## src/rtl/core/bflm_pkg.sv

```systemverilog
// Package for the block free list manager: widths, operation and status codes,
// and the command struct between the controller and the datapath.
// No dependencies.
package bflm_pkg;

    localparam int NUM_BLOCKS = 1024;
    localparam int PEND_W     = 16;

    localparam int FUNC_W     = 3;
    localparam int IDX_W      = 10;
    localparam int STATUS_W   = 2;
    localparam int FREE_W     = $clog2(NUM_BLOCKS + 1);
    localparam int LINK_W     = $clog2(NUM_BLOCKS) + 1;
    localparam int ADDR_W     = $clog2(NUM_BLOCKS);

    // A link equal to the pool size marks the end of the list.
    localparam logic [LINK_W-1:0] INVALID_LINK = LINK_W'(NUM_BLOCKS);
    localparam logic [PEND_W-1:0] PEND_MAX     = {PEND_W{1'b1}};

    typedef enum logic [FUNC_W-1:0] {
        FN_ALLOC   = 3'd0,
        FN_FREE    = 3'd1,
        FN_MARK    = 3'd2,
        FN_ADD     = 3'd3,
        FN_RELEASE = 3'd4
    } t_func;

    typedef enum logic [STATUS_W-1:0] {
        ST_DONE     = 2'd0,
        ST_REFUSED  = 2'd1,
        ST_PEND_ERR = 2'd2
    } t_status;

    typedef struct packed {
        logic              taken;
        logic              done;
        logic [PEND_W-1:0] pend;
    } t_marks;

    typedef struct packed {
        logic              load;
        logic              commit;
        logic              clr_we;
        logic [ADDR_W-1:0] clr_addr;
    } t_dp_cmd;

endpackage

```

## src/rtl/core/bflm_ctrl.sv

```systemverilog
// Controller of the block free list manager: clearing sweep, request sequencing
// and result register occupancy. Depends on bflm_pkg.
module bflm_ctrl (
    input  logic              i_clk,
    input  logic              i_rst_n,
    input  logic              i_in_valid,
    output logic              o_in_ready,
    output logic              o_out_valid,
    input  logic              i_out_ready,
    output bflm_pkg::t_dp_cmd o_cmd
);
    import bflm_pkg::*;

    typedef enum logic [1:0] {
        S_CLEAR,
        S_IDLE,
        S_EXEC
    } t_state;

    t_state            r_state, n_state;
    logic [ADDR_W-1:0] r_cnt;
    logic              r_out_valid;
    logic              commit;

    assign o_in_ready  = (r_state == S_IDLE);
    assign o_out_valid = r_out_valid;
    assign commit      = (r_state == S_EXEC) && (!r_out_valid || i_out_ready);

    assign o_cmd.load     = i_in_valid && (r_state == S_IDLE);
    assign o_cmd.commit   = commit;
    assign o_cmd.clr_we   = (r_state == S_CLEAR);
    assign o_cmd.clr_addr = r_cnt;

    always_comb begin
        n_state = r_state;
        unique case (r_state)
            S_CLEAR: begin
                if (r_cnt == ADDR_W'(NUM_BLOCKS - 1)) begin
                    n_state = S_IDLE;
                end
            end
            S_IDLE: begin
                if (i_in_valid) begin
                    n_state = S_EXEC;
                end
            end
            S_EXEC: begin
                if (commit) begin
                    n_state = S_IDLE;
                end
            end
            default: n_state = S_CLEAR;
        endcase
    end

    always_ff @(posedge i_clk) begin
        if (!i_rst_n) begin
            r_state     <= S_CLEAR;
            r_cnt       <= '0;
            r_out_valid <= 1'b0;
        end else begin
            r_state <= n_state;
            if (r_state == S_CLEAR) begin
                r_cnt <= r_cnt + 1'b1;
            end
            if (commit) begin
                r_out_valid <= 1'b1;
            end else if (i_out_ready) begin
                r_out_valid <= 1'b0;
            end
        end
    end

endmodule

```

## config.mk

```make
export PLATFORM = sky130hd
export DESIGN_NAME = bflm_ctrl
export DESIGN_NICKNAME = d
export VERILOG_FILES = /design/src/rtl/core/bflm_pkg.sv /design/src/rtl/core/bflm_ctrl.sv
export SDC_FILE = /design/constraint.sdc
export NUM_CORES = 1
export LEC_CHECK = 0
export ABC_AREA = 1
export BUFFER_PORTS_ARGS = -buffer_cell sky130_fd_sc_hd__buf_4
export CAP_MARGIN = 10
export CORE_MARGIN = 3
export CORE_UTILIZATION = 25
export CTS_BUF_LIST = sky130_fd_sc_hd__clkbuf_8 sky130_fd_sc_hd__clkbuf_16
export DETAILED_ROUTE_END_ITERATION = 6
export PLACE_DENSITY = 0.54
export SYNTH_ARGS = -nofsm -noshare
export SYNTH_HDL_FRONTEND = slang
export SYNTH_SLANG_ARGS = --single-unit
```

## constraint.sdc

```tcl
create_clock -name i_clk -period 1.59 [get_ports i_clk]
set_input_delay 0.318 -clock i_clk [delete_from_list [all_inputs] [get_ports i_clk]]
set_output_delay 0.318 -clock i_clk [all_outputs]
set_load 0.005 [all_outputs]
```

# Yosys cells after proc, flatten, opt, wreduce, memory -nomap -nowiden
# Cells that the tools add are included.
# op_classes
add_sub_neg	1
n_eq_ne	6
n_reduce_logical	7
n_mux	6
# op_table
operator	count
10-bit by 1-bit adder with 10-bit output, second input constant	1
10-bit == test, second input constant	1
2-bit 2-to-1 mux	3
2-bit case mux with 3 select lines	1
2-bit != test, second input constant	2
3-bit AND reduction	1
2-bit by 1-bit == test with 1-bit output, second input constant	1
2-bit == test, second input constant	1
1-bit logical AND	2
2-bit logical NOT	1
1-bit 2-to-1 mux	2
2-bit by 1-bit != test with 1-bit output, second input constant	1
2-bit nonzero test	1
1-bit logical NOT	1
1-bit logical OR	1
# totals
regBits	13
out_inout_bits	15
inputBits	4

# Depth between registers and ports, before layout
# Gate-level depths: netlist of the first run.
# logic_depth
word_depth	5
depth_mapped	7

# Worst setup path before layout of the first run
# Ideal clock, no wire load.
# synth_path
path_kind	register to register
from	reg r_cnt[0]
to	reg r_cnt[6]
path_slack_ps	388
arrival_time_ps	1082
stages_incl_launch_ff	7
setup_time_ps	119
path_buffers	0
period_less_slack_ps	1202
path_cell_list	dfxtp_1 > ha_1 > nand3_1 > nor2_4 > nand2_2 > o21ai_0 > a21oi_1
# synth_via
elab_chain_len	1
# synth_rtl
element	line	text
start: declaration	bflm_ctrl.sv:21	logic [ADDR_W-1:0] r_cnt;
start signal: assignment	bflm_ctrl.sv:64	r_cnt <= r_cnt + 1'b1;
10-bit by 1-bit adder with 10-bit output	bflm_ctrl.sv:64	
# Every way passes these cells.
# A chain may end at the register's enable or synchronous reset.

==> metrics.yaml, run 1 <==
finalClockSkew_ns: 0.0006895
synth_cell_types: 18
syn-num-nets: 93
criticalPathCategory: "flop to primary output"
cts_tree: "done"
fin_nets: 114
place_hpwl_um: 1087
synth_area_um2: 619.3
drcViolationCount: 0
critical_path.cell_chain: "inv_1 -> nor2_1 -> nand2_1 -> inv_1 -> buf_4"
cap_violations: 0
period_needed_ns: 1.387
fin_crit_sh_pct: 87.26
routed_wl_um: 1407
grt_pass1_wl_um: 2297
fp.dieH_um: 55.78
cts_setup_buffers: 0
worstMarginPinSlew_ns: 0.2362
cpMostUsedCell: "inv_1"
max_freq_ghz: 0.7208
portBuffers: 18
antenna_found_initial: 0
yosys_register_bits: 13
hold_start: "i_in_valid"
areaGrowthSynthToFinish_pct: 32.73
hold_viol_final: 0
yosysSeqAreaShare_pct: 42.02
start_util_pct: 27.21
num_antenna_cells: 0
fillers: 253
vdd_drop_max_uv: 749.3
htree_levels: 1
drt_iter0_drc: 12
power_density_nw_per_um2: 806.9
final_antenna_net_count: 0
syn-mean-instance-area_um2: 7.038
grt_max_degree: 11
cp.arrival_ns: 1.07
critPathSlowestCell: "dfxtp_1"
leakage_nw: 0.4101
place_congestion: 0.7983
cts_resized: 0
drt-pass1-iter-count: 4
crit_path_start_kind: "flop"
wl_per_cell_um: 10.35
clk_pin_slew_ns: 0.05
cts.sinks: 13
grtUsageTotal_pct: 9.558
netlist_instances: 88
final-setup-viol-count: 0
worstHoldPathType: "input port to flop"
cts_hold_buf: 0
startpoint: "r_state[0]"
die_w_um: 55.78
cts-root-buf: "clkbuf_8"
grt-ovfl-total: 0
numCtsBuffers: 3
rr_startpoint: "r_cnt[0]"
critPathMaxFanout: 5
ys.warnings.count: 0
vias: 596
die_area_um2: 3111
slew-limit-headroom_pct: 84.24
drive_gt1_share_pct: 25.93
rows: 17
grt_pass1_vias: 553
rsz0062_at_grt: "no"
outcome: "complete, no violations"
cpPeakStageDelay_ns: 0.42
whs_ns: 0.3721
fin_setup_tns_ns: 0
clockBufferDepth: 2
viasPerCell: 4.382
slew_viol_final: 0
clock_latency_ns: 0.24
crit_path_end_kind: "primary output"
core_area_um2: 2276
worstPathRequired_ns: 1.27
pin_count: 19
synth_stat cells (all sizes together):
library cell	number	share of area (%)
nand2	16	10
nand4	3	3.0
dfxtp	13	42
inv	15	9.1
nor2	15	12
ha	1	2.0
buf	2	2.0
o21a	1	1.2
a21oi	8	6.5
nand3	5	4.0
and3	1	1.2
o21ai	5	4.0
nor3	3	2.4
per-layer routing:
metal | global-route usage (%) | up-vias | share of wire (%)
met5 | 0 | - | 0
met4 | 2.083 | 0 | 0.92
met3 | 5.104 | 2 | 7.1
met2 | 15.71 | 15 | 47
met1 | 10.91 | 262 | 45
li1 | - | 317 | -
final timing paths:
kind                endpoint  slack (ns)  cells after the start
setup reg to reg    r_cnt[6]        0.31                      6
hold reg to reg     r_cnt[6]        0.47                      2
hold / removal    r_state[1]        0.37                      3
setup / recovery   o_cmd[12]        0.20                      5
power by group:
group	internal (mW)	leakage [nW]	switching, mW	total, mW
logic	0.0210	0.278	0.0196	0.0406
clock network	0.170	0.0269	0.112	0.282
registers	0.333	0.105	0.00751	0.340
total	0.524	0.410	0.139	0.663
critical path, delay by kind of cell (launching register included):
family / cells / cell delay [ns]
DFF: 1 / 0.42
buffers and inverters: 3 / 0.22
and+or+nand+nor: 2 / 0.19
area by class of cell:
| type | count | area (um^2) | area share, % |
|---|---|---|---|
| flip-flops and latches | 13 | 260.3 | 31.66 |
| well taps | 28 | 35.03 | 4.262 |
| inverters | 15 | 56.30 | 6.849 |
| clock buffers | 3 | 41.29 | 5.023 |
| repair buffers | 18 | 135.1 | 16.44 |
| multi-input cells | 58 | 290.3 | 35.31 |
| clock inverters | 1 | 3.754 | 0.4566 |
cells in the final DEF (no fill, tap or decap):
cell and count:
a21oi_1 8, and3_2 1, buf_4 18, clkbuf_8 3, dfxtp_1 13, ha_1 1
inv_1 15, inv_2 1, nand2_1 15, nand2_2 1, nand3_1 5, nand4_1 3
nor2_1 11, nor2_2 2, nor2_4 2, nor3_1 3, o21a_1 1, o21ai_0 5
flip-flops by register name (all words and copies together) (netlist names):
register	count
r_cnt	10
o_out_valid	1
r_state	2
per-stage QoR:
step / power [mW] / utilization (%) / setup WS (ns) / std cells / instance area (um^2)
finish: 0.6633 / 36.12 / 0.2026 / 136 / 822.0
global route: 0.6948 / 36.12 / 0.09835 / 136 / 822.0
CTS: 0.6727 / 36.12 / 0.1837 / 136 / 822.0
detailed placement: 0.3881 / 34.14 / 0.3233 / 132 / 777.0
global placement: 0.3873 / 34.14 / 0.3408 / 132 / 777.0
floorplan: 0.3663 / - / 0.3883 / 88 / 619.3
cell families after synthesis:
family / count (synthesis) / synth area share, %
compound gates: 14 / 11.72
fa+ha+maj: 1 / 2.020
buf+inv: 17 / 11.11
flops: 13 / 42.02
simple gates: 43 / 33.13
(Power assumes the default switching activity.)
==> inputs of run 2 (changes only) <==
--- a/config.mk
+++ b/config.mk
@@ -8,6 +8,7 @@
 export ABC_AREA = 1
 export BUFFER_PORTS_ARGS = -buffer_cell sky130_fd_sc_hd__buf_4
 export CAP_MARGIN = 10
+export CORE_ASPECT_RATIO = 0.9
 export CORE_MARGIN = 3
 export CORE_UTILIZATION = 25
 export CTS_BUF_LIST = sky130_fd_sc_hd__clkbuf_8 sky130_fd_sc_hd__clkbuf_16
==> metrics.yaml, run 2 (same netlist as run 1, synthesis figures left out) <==
portBuffers: 18
critPathMaxFanout: 5
start_util_pct: 27.38
clockBufferDepth: 2
grtUsageTotal_pct: 10.49
areaGrowthSynthToFinish_pct: 32.53
drcViolationCount: 0
die_area_um2: 3112
stdcell_area_um2: 820.8
placed_area_um2: 775.7
grt-ovfl-total: 0
crit_path_end_kind: "primary output"
whs_ns: 0.3710
cts_resized: 0
worstPathRequired_ns: 1.27
hold_viol_final: 0
place_congestion: 0.7317
fin_crit_sh_pct: 88.15
routed_wl_um: 1377
core_area_um2: 2262
power_density_nw_per_um2: 816.3
crit_path_start_kind: "flop"
worstMarginPinSlew_ns: 0.2166
layout_commonest_cell: "buf_4"
final-setup-viol-count: 0
drt_iter0_drc: 18
wl_per_cell_um: 10.20
cts-root-buf: "clkbuf_8"
slew-limit-headroom_pct: 85.54
slew_viol_final: 0
regMostFlops: "r_cnt"
numCtsBuffers: 3
max_freq_ghz: 0.7135
viasPerCell: 4.541
largest_reg_flops: 10
rsz0062_at_grt: "no"
drive_gt1_share_pct: 25.93
rows: 16
cp.arrival_ns: 1.08
outcome: "complete, no violations"
antenna_found_initial: 0
pin_count: 19
leakage_nw: 0.4101
cts.sinks: 13
criticalPathCategory: "flop to primary output"
grt_pass1_wl_um: 2394
grt_max_degree: 11
r2r_slack_ns: 0.27
place_hpwl_um: 1071
fin_setup_tns_ns: 0
cap_violations: 0
grt_pass1_vias: 548
fp.dieH_um: 53.22
htree_levels: 1
num_antenna_cells: 0
worstHoldPathType: "input port to flop"
drt-pass1-iter-count: 4
cts_setup_buffers: 0
layout_common_cells: "buf_4 (18), inv_1 (15), nand2_1 (15)"
clk_pin_slew_ns: 0.05
die_w_um: 58.47
finalClockSkew_ns: 0.001653
fin_nets: 114
period_needed_ns: 1.402
final_antenna_net_count: 0
cts_hold_buf: 0
vdd_drop_max_uv: 448.2
cts_tree: "done"
vias: 613
clock_latency_ns: 0.24
-- run 2: routing by layer --
| metal | routed length (um) | global-route usage (%) |
|---|---|---|
| met5 | 0 | 0 |
| met2 | 638 | 16.54 |
| met4 | 18 | 4.633 |
| met3 | 82 | 4.634 |
| met1 | 637 | 12.21 |
-- run 2: cell type report --
cell class	count	area (um^2)
fill	257	1441
timing repair buffer	18	135.1
multi-input combinational	58	290.3
inverter	15	56.30
clock buffer	3	41.29
tap	27	33.78
clock inverter	1	3.754
sequential	13	260.3
-- run 2: final timing paths --
check	from	end	cells after the start
setup reg to reg	r_cnt[0]	r_cnt[6]	6
setup / recovery	r_state[0]	o_cmd[12]	5
hold reg to reg	r_cnt[6]	r_cnt[6]	2
hold / removal	i_rst_n	r_cnt[0]	3
-- run 2: report_power, final --
part / switching, mW / internal, mW / leakage (nW) / total (mW)
combinational: 0.0188 / 0.0210 / 0.278 / 0.0398
clock: 0.119 / 0.171 / 0.0269 / 0.289
sequential: 0.00795 / 0.333 / 0.105 / 0.341
total: 0.146 / 0.524 / 0.410 / 0.670
-- run 2: critical path: stages, from the launching register on --
cell and delay, ns:
dfxtp_1 0.42, inv_1 0.06, nor2_1 0.12, nand2_1 0.09, inv_1 0.06, buf_4 0.10
-- run 2: metrics by stage --
step                      util [%]  total power, mW  setup WS (ns)  cells
final                        36.28           0.6700         0.1884    135
after global routing         36.28           0.7000        0.05846    135
after global placement       34.29           0.3872         0.3450    131
after detailed placement     34.29           0.3886         0.2861    131
after CTS                    36.28           0.6834         0.1675    135
after floorplan                  -           0.3663         0.3883     88
